## config.mk

```make
export PLATFORM = sky130hd
export DESIGN_NAME = lvd_ram
export DESIGN_NICKNAME = d
export VERILOG_FILES = /design/src/lvd_ram.sv
export SDC_FILE = /design/constraint.sdc
export NUM_CORES = 1
export LEC_CHECK = 0
export BUFFER_PORTS_ARGS = -buffer_cell sky130_fd_sc_hd__buf_2
export CORE_MARGIN = 3
export CORE_UTILIZATION = 55
export DETAILED_ROUTE_END_ITERATION = 6
export PLACE_DENSITY_LB_ADDON = 0.05
export SYNTH_ARGS = -nofsm -noshare
export SYNTH_HDL_FRONTEND = slang
export SYNTH_SLANG_ARGS = --single-unit
export TNS_END_PERCENT = 1
```

## constraint.sdc

```tcl
create_clock -name clk_i -period 2.3 [get_ports clk_i]
set_input_delay 0.46 -clock clk_i [delete_from_list [all_inputs] [get_ports clk_i]]
set_output_delay 0.46 -clock clk_i [all_outputs]
set_load 0.03 [all_outputs]
```

## src/lvd_ram.sv

```systemverilog
// Generic simple dual-port RAM: one write port, one read port with registered data.
// No dependencies.
module lvd_ram #(
  parameter int Width = 8,
  parameter int Depth = 32
) (
  input  logic                     clk_i,
  input  logic                     we_i,
  input  logic [$clog2(Depth)-1:0] waddr_i,
  input  logic [Width-1:0]         wdata_i,
  input  logic [$clog2(Depth)-1:0] raddr_i,
  output logic [Width-1:0]         rdata_o
);

  logic [Width-1:0] mem_q [Depth];
  logic [Width-1:0] rdata_q;

  always_ff @(posedge clk_i) begin
    if (we_i) begin
      mem_q[waddr_i] <= wdata_i;
    end
    rdata_q <= mem_q[raddr_i];
  end

  assign rdata_o = rdata_q;

endmodule

```

==> flow_summary.toml <==
[outcome]
outcome = "complete, no violations"

[min_path]
hold_depth = 2
holdPathEnd = "rdata_o[4]"
worstHoldStart = "raddr_i[3]"
min_path_type = "in2reg"

[worst_setup_path]
r2r_slack_ps = 480
critPathBufInv = 2
max_stage_delay_ps = 560
r2r_start = "mem_q[5][6]"
cp.required_ps = 2700
critPathKind = "in2reg"
crit_chain = "buf_4 -> buf_4 -> mux4_2 -> mux4_2 -> mux2_2"
start_kind = "primary input"
crit_path_end_kind = "flop"
critPathArrivalTime_ps = 2260
r2r_cells = 3
worstReg2RegEnd = "rdata_o[6]"
critical-path-top-delay-family = "multiplexers"
slowest_stage = "mux4_2"
crit_fanout = 10

[yosys]
synthCells = 417
yosysTopAreaCell = "edfxtp_1"
yosysWarnings = 0
synth.area.top_cells = "edfxtp_1, mux4_2, dfxtp_1"
yosysTopAreaCellShare_pct = 76.5
synth_fp_nets = 437
avgSynthCellArea_um2 = 24.1
synth.ff_latch_count = 264
syn_area_um2 = 10100
ys_seq_area_share_pct = 78.1
ys_types = 15

[die]
num_rows = 48
initial_utilization_pct = 57.1
io_pins = 28
die_area_um2 = 19900
die_w_um = 141
core_um2 = 17600
die_h_um = 141

[clock_network]
htreeDepth = 1
tritoncts = "yes"
cts_sinks = 264
cts-buffers-inserted = 26
clockBufferDepth = 3
cts.clk_slew.worst_paths_ps = 60
ctsHoldBuffers = 0
cts-resized-gates = 0
cts_setup_buffers = 0
clock_latency_ps = 520
cts_root_buffer = "clkbuf_16"

[cells_and_area]
register_area_um2 = 7850
final_area_um2 = 11600
syn_to_final_growth_pct = 15.6
utilization_pct = 66.0
fin_cells = 737
layout_common_cells = "edfxtp_1, mux4_2, buf_4, nor2_1, clkbuf_16"
num-fill-cells = 1102
final_nets = 513
antennaDiodeCount = 0
drive_gt1_share_pct = 38.3
multi_input_area_um2 = 2100
layout_commonest_cell = "edfxtp_1"

[placement]
gp_congestion = 0.753
placed_cells = 690
hpwlAfterDp_mm = 12.9
port_buffers = 27
place_area_um2 = 10700

[power]
peakVddDrop_v = 0.000789
seq_power_share_pct = 52.7
clockPowerShare_pct = 41.8
leakagePower_nw = 3.75
p_sw_mw = 1.99
power_frac_comb_pct = 5.4
p_int_mw = 8.20
finalPower_mw = 10.2
swShare_pct = 19.6
p_per_area_nw_per_um2 = 878

[grt]
grt_max_degree = 33
grt_pass1_vias = 4644
gr-usage-all-layers_pct = 21.2
grt_antenna_before_repair = 0
grt_pass1_wl_mm = 30.6
gr-total-overflow = 0

[sta]
worst_pin_slew_ps = 635
drv_slew = 0
final-hold-violation-count = 0
max_freq_ghz = 0.537
period_share_pct = 81.0
fin_skew_ps = 15.6
period_minus_slack_ps = 1860
whs_ps = 397
setup_viol = 0
rsz0062_at_grt = "false"
max_slew_margin_pct = 57.7

[route]
viasPerCell = 6.22
drc = 0
drtAntennaViolNets = 0
firstDrtPassIters = 5
drt_iter0_markers = 539
avgRoutedWirePerCell_um = 27.4
num_vias = 4584
wl_mm = 20.2

[job]
drv_cap = 0
==> logic make-up after synthesis <==
family / count (synthesis) / synth area share [%]
DFF: 264 / 78.1
muxes: 88 / 18.8
and+or+nand+nor: 45 / 2.07
buffers and inverters: 20 / 1.06
==> power groups by stage <==
stage               Clock [mW]  Sequential [mW]  Combinational (mW)
CTS                       4.35             5.38               0.565
floorplan                    0             5.50               0.285
global placement             0             5.48               0.551
global route              4.57             5.38               0.595
detailed placement           0             5.48               0.563
finish                    4.27             5.38               0.554
==> state kept, by name, summed over array words and instances, names as in the netlist <==
| register | cells |
|---|---|
| rdata_o | 8 |
| mem_q | 256 |
==> how the worst max path moves through the flow <==
stage	from	end	slack [ps]	depth (start not counted)
floorplan	raddr_i[2]	rdata_o[0]	40	5
finish	raddr_i[0]	rdata_o[6]	440	5
global route	raddr_i[0]	rdata_o[6]	390	5
global placement	raddr_i[0]	rdata_o[4]	-100	5
CTS	raddr_i[0]	rdata_o[6]	420	5
detailed placement	raddr_i[0]	rdata_o[6]	-100	5
==> layer usage <==
layer | global-route usage [%] | vias to the layer above | routed length [um]
li1 | - | 1928 | -
met1 | 34.4 | 2420 | 8980
met2 | 30.8 | 208 | 9180
met3 | 4.21 | 28 | 1600
met4 | 4.39 | 0 | 414
met5 | 0 | - | 0
==> synth_stat cells, drive strengths merged <==
cell / n
or3b: 3
mux2: 8
dfxtp: 8
nand3: 2
nand3b: 5
or3: 1
nor2: 33
nand2: 1
clkbuf: 6
edfxtp: 256
buf: 14
mux4: 80
==> stage by stage <==
step	worst slack [ps]	TNS, ps
finish	436	0
global route	391	0
CTS	421	0
detailed placement	-102	-569
global placement	-95.0	-529
floorplan	37.6	0
==> area by class of cell <==
class,instances,share of cell area (%)
Clock buffer,34,6.13
Timing Repair Buffer,68,4.48
Clock inverter,13,1.38
Multi-Input combinational cell,133,18.1
Tap cell,225,2.42
Sequential cell,264,67.5
Power figures use the tool's default switching activity.
