<file path="src/lvd_pkg.sv">
// Package for the line Voronoi density block: sizes, item structs, divider
// request and response structs, register indexes and sequencer states.
// No dependencies.
package lvd_pkg;

  localparam int MAX_PEDS = 32;
  localparam int PED_AW   = $clog2(MAX_PEDS);
  localparam int CNT_W    = $clog2(MAX_PEDS + 1);

  localparam int ID_W   = 16;
  localparam int POS_W  = 24;
  localparam int VEL_W  = 16;
  localparam int DATA_W = ID_W + POS_W + VEL_W;

  // Working width for neighbours, cell bounds and the doubled interval.
  localparam int CW = 28;

  localparam int DVD_W     = 53;
  localparam int DVS_W     = 26;
  localparam int DIV_CNT_W = $clog2(DVD_W);

  localparam int PADDR_W = 3;

  localparam logic [DVD_W-1:0] DENS_NUM  = DVD_W'(64'd200 << 24);
  localparam logic [14:0]      FD_SCALE  = 15'd25600;
  localparam logic [16:0]      RATIO_ONE = 17'd65536;
  localparam logic [23:0]      MAX24     = 24'hFFFFFF;

  typedef enum logic [0:0] {
    REG_AREA_LEFT  = 1'b0,
    REG_AREA_RIGHT = 1'b1
  } reg_e;

  typedef struct packed {
    logic [ID_W-1:0]         ped_id;
    logic signed [POS_W-1:0] x_position;
    logic signed [VEL_W-1:0] velocity;
    logic                    last;
  } in_t;

  typedef struct packed {
    logic [15:0]        out_id;
    logic [23:0]        person_density;
    logic signed [15:0] person_velocity;
    logic [23:0]        headway;
    logic [23:0]        frame_density;
    logic signed [23:0] frame_velocity;
    logic               is_total;
    logic               too_few;
    logic               last_result;
  } out_t;

  typedef struct packed {
    logic             start;
    logic [DVD_W-1:0] dividend;
    logic [DVS_W-1:0] divisor;
  } div_req_t;

  typedef struct packed {
    logic             busy;
    logic             done;
    logic [DVD_W-1:0] quotient;
  } div_rsp_t;

  typedef enum logic [19:0] {
    ST_LOAD     = 20'h00001,
    ST_SORT_RD  = 20'h00002,
    ST_SORT_V   = 20'h00004,
    ST_SORT_CMP = 20'h00008,
    ST_SORT_PUT = 20'h00010,
    ST_P_RD     = 20'h00020,
    ST_P_GET    = 20'h00040,
    ST_P_SCAN   = 20'h00080,
    ST_P_NB     = 20'h00100,
    ST_P_CALC   = 20'h00200,
    ST_P_MUL    = 20'h00400,
    ST_P_RAT    = 20'h00800,
    ST_P_WRAT   = 20'h01000,
    ST_P_DEN    = 20'h02000,
    ST_P_WDEN   = 20'h04000,
    ST_P_EMIT   = 20'h08000,
    ST_F_START  = 20'h10000,
    ST_F_WFD    = 20'h20000,
    ST_F_WFV    = 20'h40000,
    ST_F_EMIT   = 20'h80000
  } state_e;

endpackage

</file>
<file path="src/lvd_div.sv">
// Restoring unsigned divider, one quotient bit per cycle.
// Depends on lvd_pkg for widths and the request and response structs.
module lvd_div import lvd_pkg::*; (
  input  logic     clk_i,
  input  logic     rst_ni,
  input  div_req_t req_i,
  output div_rsp_t rsp_o
);

  logic                 run_q, done_q;
  logic [DIV_CNT_W-1:0] cnt_q;
  logic [DVS_W-1:0]     rem_q, dvs_q;
  logic [DVD_W-1:0]     quo_q;
  logic [DVS_W:0]       trial;
  logic                 ge;
  logic [DVS_W:0]       diff;

  assign trial = {rem_q, quo_q[DVD_W-1]};
  assign ge    = trial >= {1'b0, dvs_q};
  assign diff  = trial - {1'b0, dvs_q};

  always_ff @(posedge clk_i or negedge rst_ni) begin
    if (!rst_ni) begin
      run_q  <= 1'b0;
      done_q <= 1'b0;
      cnt_q  <= '0;
    end else begin
      done_q <= run_q && (cnt_q == '0);
      if (req_i.start) begin
        run_q <= 1'b1;
        cnt_q <= DIV_CNT_W'(DVD_W - 1);
      end else if (run_q) begin
        cnt_q <= cnt_q - 1'b1;
        if (cnt_q == '0) begin
          run_q <= 1'b0;
        end
      end
    end
  end

  always_ff @(posedge clk_i) begin
    if (req_i.start) begin
      rem_q <= '0;
      quo_q <= req_i.dividend;
      dvs_q <= req_i.divisor;
    end else if (run_q) begin
      rem_q <= ge ? diff[DVS_W-1:0] : trial[DVS_W-1:0];
      quo_q <= {quo_q[DVD_W-2:0], ge};
    end
  end

  assign rsp_o.busy     = run_q;
  assign rsp_o.done     = done_q;
  assign rsp_o.quotient = quo_q;

endmodule

</file>
<file path="config.mk">
export PLATFORM = sky130hd
export DESIGN_NAME = lvd_div
export DESIGN_NICKNAME = d
export VERILOG_FILES = /design/src/lvd_pkg.sv /design/src/lvd_div.sv
export SDC_FILE = /design/constraint.sdc
export NUM_CORES = 1
export LEC_CHECK = 0
export BUFFER_PORTS_ARGS = -buffer_cell sky130_fd_sc_hd__buf_4
export CAP_MARGIN = 30
export CORE_MARGIN = 2
export CORE_UTILIZATION = 34
export CTS_BUF_LIST = sky130_fd_sc_hd__clkbuf_8 sky130_fd_sc_hd__clkbuf_16
export CTS_CLUSTER_DIAMETER = 200
export DETAILED_ROUTE_END_ITERATION = 10
export PLACE_DENSITY = 0.51
export SYNTH_ARGS = -nofsm -noshare
export SYNTH_HDL_FRONTEND = slang
export SYNTH_SLANG_ARGS = --single-unit
</file>
<file path="constraint.sdc">
create_clock -name clk_i -period 5.8 [get_ports clk_i]
set_input_delay 1.16 -clock clk_i [delete_from_list [all_inputs] [get_ports clk_i]]
set_output_delay 1.16 -clock clk_i [all_outputs]
set_load 0.01 [all_outputs]
</file>
==> results.py, run 1 <==
metrics = {
    "clock_network": {
        "cts_resized": 0,
        "cts_root_buf": "clkbuf_16",
        "tritoncts": "done",
        "clock_path_buffers": 2,
        "clk_pin_slew_ps": 60,
        "clkLatencyLatePin_ps": 430,
        "postCtsHoldBufs": 0,
        "numCtsBuffers": 17,
        "htreeDepth": 4,
        "post_cts_buffers": 0,
        "cts.sinks": 113,
    },
    "power": {
        "power_density_nw_per_um2": 422,
        "power_mw": 3.35,
        "ir_drop_mv": 0.238,
        "leakage_nw": 3.39,
    },
    "placed_design": {
        "port_buffers": 136,
        "dp_cells": 886,
        "place_ws_ps": 2720,
        "place_congestion": 0.830,
        "placed_area_sq_um": 7360,
        "dp.final_hpwl_um": 11000,
    },
    "sta": {
        "slew-limit-headroom_pct": 43.5,
        "worstMarginPinSlew_ps": 848,
        "min_period_ps": 3070,
        "period_share_pct": 53.0,
        "hold_violations": 0,
        "setup_viol": 0,
        "setup_ws_ps": 2730,
        "tns_ps": 0,
        "rsz0062_at_grt": "false",
        "whs_ps": 503,
        "finalMaxSlewViolations": 0,
        "fmax_mhz": 325,
        "finClkSkew_ps": 11.3,
    },
    "grt": {
        "grt_use_total_pct": 16.4,
        "gr-total-overflow": 0,
        "grt_max_degree": 50,
        "grt_pass1_wl_um": 25100,
        "antenna_found_initial": 0,
        "grt_pass1_vias": 4822,
    },
    "worst_setup_path": {
        "path_class": "flop to flop",
        "crit_fanout": 16,
        "worstSetupStartpoint": "dvs_q[21]",
        "required_ps": 6110,
        "worst_r2r_endpoint": "rem_q[25]",
        "crit_path_start_kind": "flop",
        "r2r_slack_ps": 2730,
        "cp_data_arrival_time_ps": 3390,
        "reg2reg_depth": 10,
        "endpoint": "rem_q[25]",
        "timing.rr.start": "dvs_q[21]",
        "end_kind": "flop",
    },
    "synth": {
        "syn-instance-count": 544,
        "yosysTopAreaCellShare_pct": 38.6,
        "ys.flop_type": "edfxtp_1",
        "synth_area_leaders": "edfxtp_1, mux2_2, dfxtp_1",
        "synth_top_area_cell": "edfxtp_1",
        "syn-cell-area_sq_um": 6150,
        "syn_nets": 655,
        "synth_edf_count": 79,
        "ys_types": 66,
        "seq_area_frac_synth_pct": 50.3,
        "avgSynthCellArea_sq_um": 11.3,
        "async_flop_share_pct": 7.08,
        "yosysWarnings": 0,
        "ys_seq_elements": 113,
    },
    "cells_and_area": {
        "nets": 787,
        "fin_util_pct": 44.6,
        "final_common_cell": "buf_4",
        "layout-drive-gt1-share_pct": 35.7,
        "area_growth_syn_to_layout_pct": 29.3,
        "final_area_sq_um": 7950,
        "diodes": 0,
        "finalNonFillerCells": 918,
        "final_cell_mix": "buf_4, edfxtp_1, mux2_2",
        "nFillCells": 1721,
    },
    "route": {
        "wl_per_cell_um": 16.7,
        "drc_errors": 0,
        "drt_iter0_markers": 238,
        "via_count": 4654,
        "viasPerCell": 5.07,
        "drt_first_pass_iters": 4,
        "drtAntennaViolNets": 0,
        "drt-total-wl_um": 15300,
    },
    "flow_run": {
        "maxCapViolCount": 0,
    },
    "min_path": {
        "min_from": "rem_q[7]",
        "holdPathStages": 2,
        "min_path_type": "flop to flop",
    },
    "run_status": {
        "status": "finished clean",
    },
    "die": {
        "core_sq_um": 17800,
        "start_util_pct": 34.5,
        "io_pins": 137,
        "dieArea_sq_um": 19200,
        "die_h_um": 139,
        "rows": 49,
        "die_w_um": 139,
    },
}
[synth_stat cells (4+ instances only)]
cell and count:
nand2_1 30, o21ai_0 16, xor2_1 8, mux2i_1 8, xnor2_1 16, a21o_1 11
edfxtp_1 79, inv_1 38, nand4_1 5, ha_1 28, mux2_2 53, a211oi_1 20
nor2_1 51, nor3_1 11, nor4_1 4, a21oi_1 36, dfxtp_1 26, buf_1 4
nand3_1 5, clkbuf_1 10, dfrtp_1 8, nand2b_1 5, o21bai_1 4, buf_2 6
[where the power goes]
group | internal (mW) | leakage (nW) | switching (mW) | total, mW
combinational | 0.528 | 1.97 | 0.655 | 1.18
clock | 0.672 | 0.297 | 0.399 | 1.07
sequential | 1.01 | 1.12 | 0.0939 | 1.10
total | 2.21 | 3.39 | 1.15 | 3.35
[worst min path at each step]
| stage | to |
|---|---|
| floorplan | rem_q[24] |
| global placement | rem_q[23] |
| detailed placement | rem_q[7] |
| CTS | rem_q[7] |
| global route | rem_q[7] |
| finish | rem_q[7] |
[critical path, cell delays in order, from the launching register on]
cell,delay (ps)
edfxtp_1,330
inv_1,40
ha_1,470
and3_4,250
a2111oi_4,60
or3_4,400
o21ai_2,230
or2_1,700
and3_4,290
mux2i_1,80
o311a_1,110
[state kept, by name, indices dropped and copies added, names as in the netlist]
| name | count |
|---|---|
| quo_q | 53 |
| dvs_q | 26 |
| rem_q | 26 |
| cnt_q | 6 |
| done_q | 1 |
| run_q | 1 |
[final cells by class]
cell class / instances / area [sq um] / share of cell area (%)
multi-input cells: 366 / 2770 / 34.8
repair buffers: 140 / 1060 / 13.4
clock buffers: 17 / 425 / 5.35
flip-flops and latches: 113 / 3090 / 38.9
well taps: 229 / 287 / 3.60
inverters: 38 / 143 / 1.79
clock inverters: 15 / 170 / 2.14
[cell families after synthesis]
kind of cell	Yosys count	share of synthesized area [%]
AO/OA/AOI/OAI	124	14.6
multiplexers	61	11.0
AND/OR/NAND/NOR	128	9.99
XOR/XNOR	24	3.42
flip-flops	113	50.3
adder cells (fa/ha/maj)	29	6.02
buffers and inverters	65	4.68
[routing by layer]
| metal | global-route usage [%] | share of wire (%) |
|---|---|---|
| met4 | 5.37 | 1.3 |
| met5 | 0 | 0 |
| met1 | 20.8 | 46 |
| met3 | 7.14 | 8.6 |
| met2 | 25.4 | 44 |
(Power assumes the default switching activity.)
==> inputs of run 2 (changes only) <==
--- a/config.mk
+++ b/config.mk
@@ -12,7 +12,7 @@
 export CTS_BUF_LIST = sky130_fd_sc_hd__clkbuf_8 sky130_fd_sc_hd__clkbuf_16
 export CTS_CLUSTER_DIAMETER = 200
 export DETAILED_ROUTE_END_ITERATION = 10
-export PLACE_DENSITY = 0.51
+export PLACE_DENSITY = 0.53
 export SYNTH_ARGS = -nofsm -noshare
 export SYNTH_HDL_FRONTEND = slang
 export SYNTH_SLANG_ARGS = --single-unit
==> constraint.sdc (replaced) <==
create_clock -name clk_i -period 2.8 [get_ports clk_i]
set_input_delay 0.56 -clock clk_i [delete_from_list [all_inputs] [get_ports clk_i]]
set_output_delay 0.56 -clock clk_i [all_outputs]
set_load 0.01 [all_outputs]
==> run 2 against run 1 <==
  * Sequential cell count unchanged
  * Clock power up 110%
  * Wire length down 3.2%
  * Combinational power up 130%
  * Design area up 2.7%
  * Clock-buffer cell count unchanged
  * Global-route usage down 0.55 points
  * Setup slack worse by 2600 ps
  * Non-clock buffer count up 20
  * Final cell count up 2.1%
==> results.py, run 2 (same netlist as run 1, synthesis figures left out) <==
metrics = {
    "grt": {
        "antenna_found_initial": 0,
        "grt_pass1_wl_um": 24400,
        "grt_max_degree": 73,
        "grt_pass1_vias": 4848,
        "gr-total-overflow": 0,
        "grt_use_total_pct": 15.9,
    },
    "cells_and_area": {
        "largest_reg_flops": 53,
        "largest_register": "quo_q",
        "nets": 807,
        "area_growth_syn_to_layout_pct": 32.7,
        "final_cell_mix": "buf_4, edfxtp_1, mux2_2",
        "layout-drive-gt1-share_pct": 38.7,
        "diodes": 0,
        "final_common_cell": "buf_4",
        "top_regs": "quo_q (53), dvs_q (26), rem_q (26)",
    },
    "route": {
        "via_count": 4670,
        "viasPerCell": 4.98,
        "drt-total-wl_um": 14800,
        "drt_iter0_markers": 314,
        "drtAntennaViolNets": 0,
        "drt_first_pass_iters": 4,
        "wl_per_cell_um": 15.8,
        "drc_errors": 0,
    },
    "sta": {
        "finClkSkew_ps": 9.51,
        "whs_ps": 319,
        "setup_viol": 0,
        "finalMaxSlewViolations": 0,
        "tns_ps": 0,
        "slew-limit-headroom_pct": 66.0,
        "worstMarginPinSlew_ps": 508,
        "period_share_pct": 93.9,
        "setup_ws_ps": 172,
        "fmax_mhz": 381,
        "hold_violations": 0,
        "rsz0062_at_grt": "false",
        "min_period_ps": 2630,
    },
    "min_path": {
        "min_path_type": "input port to flop",
    },
    "clock_network": {
        "clkLatencyLatePin_ps": 420,
        "clock_path_buffers": 2,
        "htreeDepth": 4,
        "cts.sinks": 113,
        "cts_root_buf": "clkbuf_16",
        "clk_pin_slew_ps": 60,
        "tritoncts": "done",
        "numCtsBuffers": 17,
    },
    "power": {
        "combPwrFrac_pct": 37.4,
        "intPower_mw": 4.76,
        "seqPwrFrac_pct": 31.8,
        "pwr-share-clk_pct": 30.8,
        "leakage_nw": 3.48,
        "switching_share_pct": 33.5,
        "ir_drop_mv": 0.488,
        "power_density_nw_per_um2": 876,
        "netSwitchingPower_mw": 2.40,
        "power_mw": 7.16,
    },
    "placed_design": {
        "dp.final_hpwl_um": 10900,
        "port_buffers": 136,
        "place_ws_ps": 57.2,
        "place_congestion": 0.888,
    },
    "flow_run": {
        "maxCapViolCount": 0,
    },
    "worst_setup_path": {
        "crit_fanout": 7,
        "path_class": "flop to flop",
        "required_ps": 2960,
        "crit_path_start_kind": "flop",
        "cp_data_arrival_time_ps": 2790,
        "end_kind": "flop",
    },
    "die": {
        "core_sq_um": 17800,
        "dieArea_sq_um": 19200,
        "io_pins": 137,
        "start_util_pct": 34.5,
        "die_h_um": 139,
        "die_w_um": 139,
        "rows": 49,
    },
    "run_status": {
        "status": "finished clean",
    },
}
==> run 2: cell count changes in the layout (fill, tap and decap cells not counted), sizes merged <==
cell and delta:
buf +19, clkinvlp -1, dlygate4sd3 +1, inv -1, clkinv +1
==> run 2: per-layer routing <==
layer	track usage, %	part of all wire (%)
met5	0	0
met4	6.66	2.3
met3	6.58	9.0
met2	24.2	44
met1	19.9	45
==> run 2: metrics by stage <==
stage / std cells / util, % / area (sq um)
after floorplan: 544 / - / 6150
after CTS: 936 / 45.5 / 8120
after global placement: 904 / 42.1 / 7520
final: 937 / 45.8 / 8170
after detailed placement: 904 / 42.1 / 7520
after global routing: 937 / 45.8 / 8170
==> run 2: timing repair <==
action,4_1_cts,5_1_grt
resized for setup,0,10
setup buffers,0,1
hold endpoints to repair,8,0
hold buffers,1,0
endpoints found under the setup margin,0,12
==> run 2: final timing paths <==
| check | from | end | slack [ps] | cells after the start |
|---|---|---|---|---|
| worst max-delay path | dvs_q[20] | quo_q[0] | 170 | 9 |
| worst min-delay path | req_i[21] | dvs_q[21] | 320 | 1 |
| worst max register to register | dvs_q[20] | quo_q[0] | 170 | 9 |
| worst min register to register | rem_q[8] | rem_q[8] | 500 | 2 |
| max in group asynchronous | rst_ni | cnt_q[0] | 2170 | 2 |
| min in group asynchronous | rst_ni | run_q | 500 | 2 |
==> run 2: worst max-delay path: stages (launching register included) <==
cell and delay, ps:
edfxtp_1 360, inv_1 60, ha_2 310, a21o_1 210, a211o_1 320, a211oi_2 280, o21ai_2 120, or2_4 270
buf_4 170, mux2_2 260
==> run 2: power by group through the flow <==
stage,combinational [mW],sequential (mW),clock [mW]
3_3_place_gp,2.62,2.30,0
6_report,2.68,2.28,2.20
4_1_cts,2.64,2.28,2.27
5_1_grt,2.97,2.32,2.34
2_1_floorplan,1.85,2.30,0
3_5_place_dp,2.62,2.30,0
==> run 2: area by class of cell <==
class	instances	area [sq um]
Fill cell	1670	9670
Sequential cell	113	3090
Multi-Input combinational cell	366	2810
Timing Repair Buffer	160	1240
Clock buffer	17	425
Tap cell	229	287
Clock inverter	14	165
Inverter	38	143
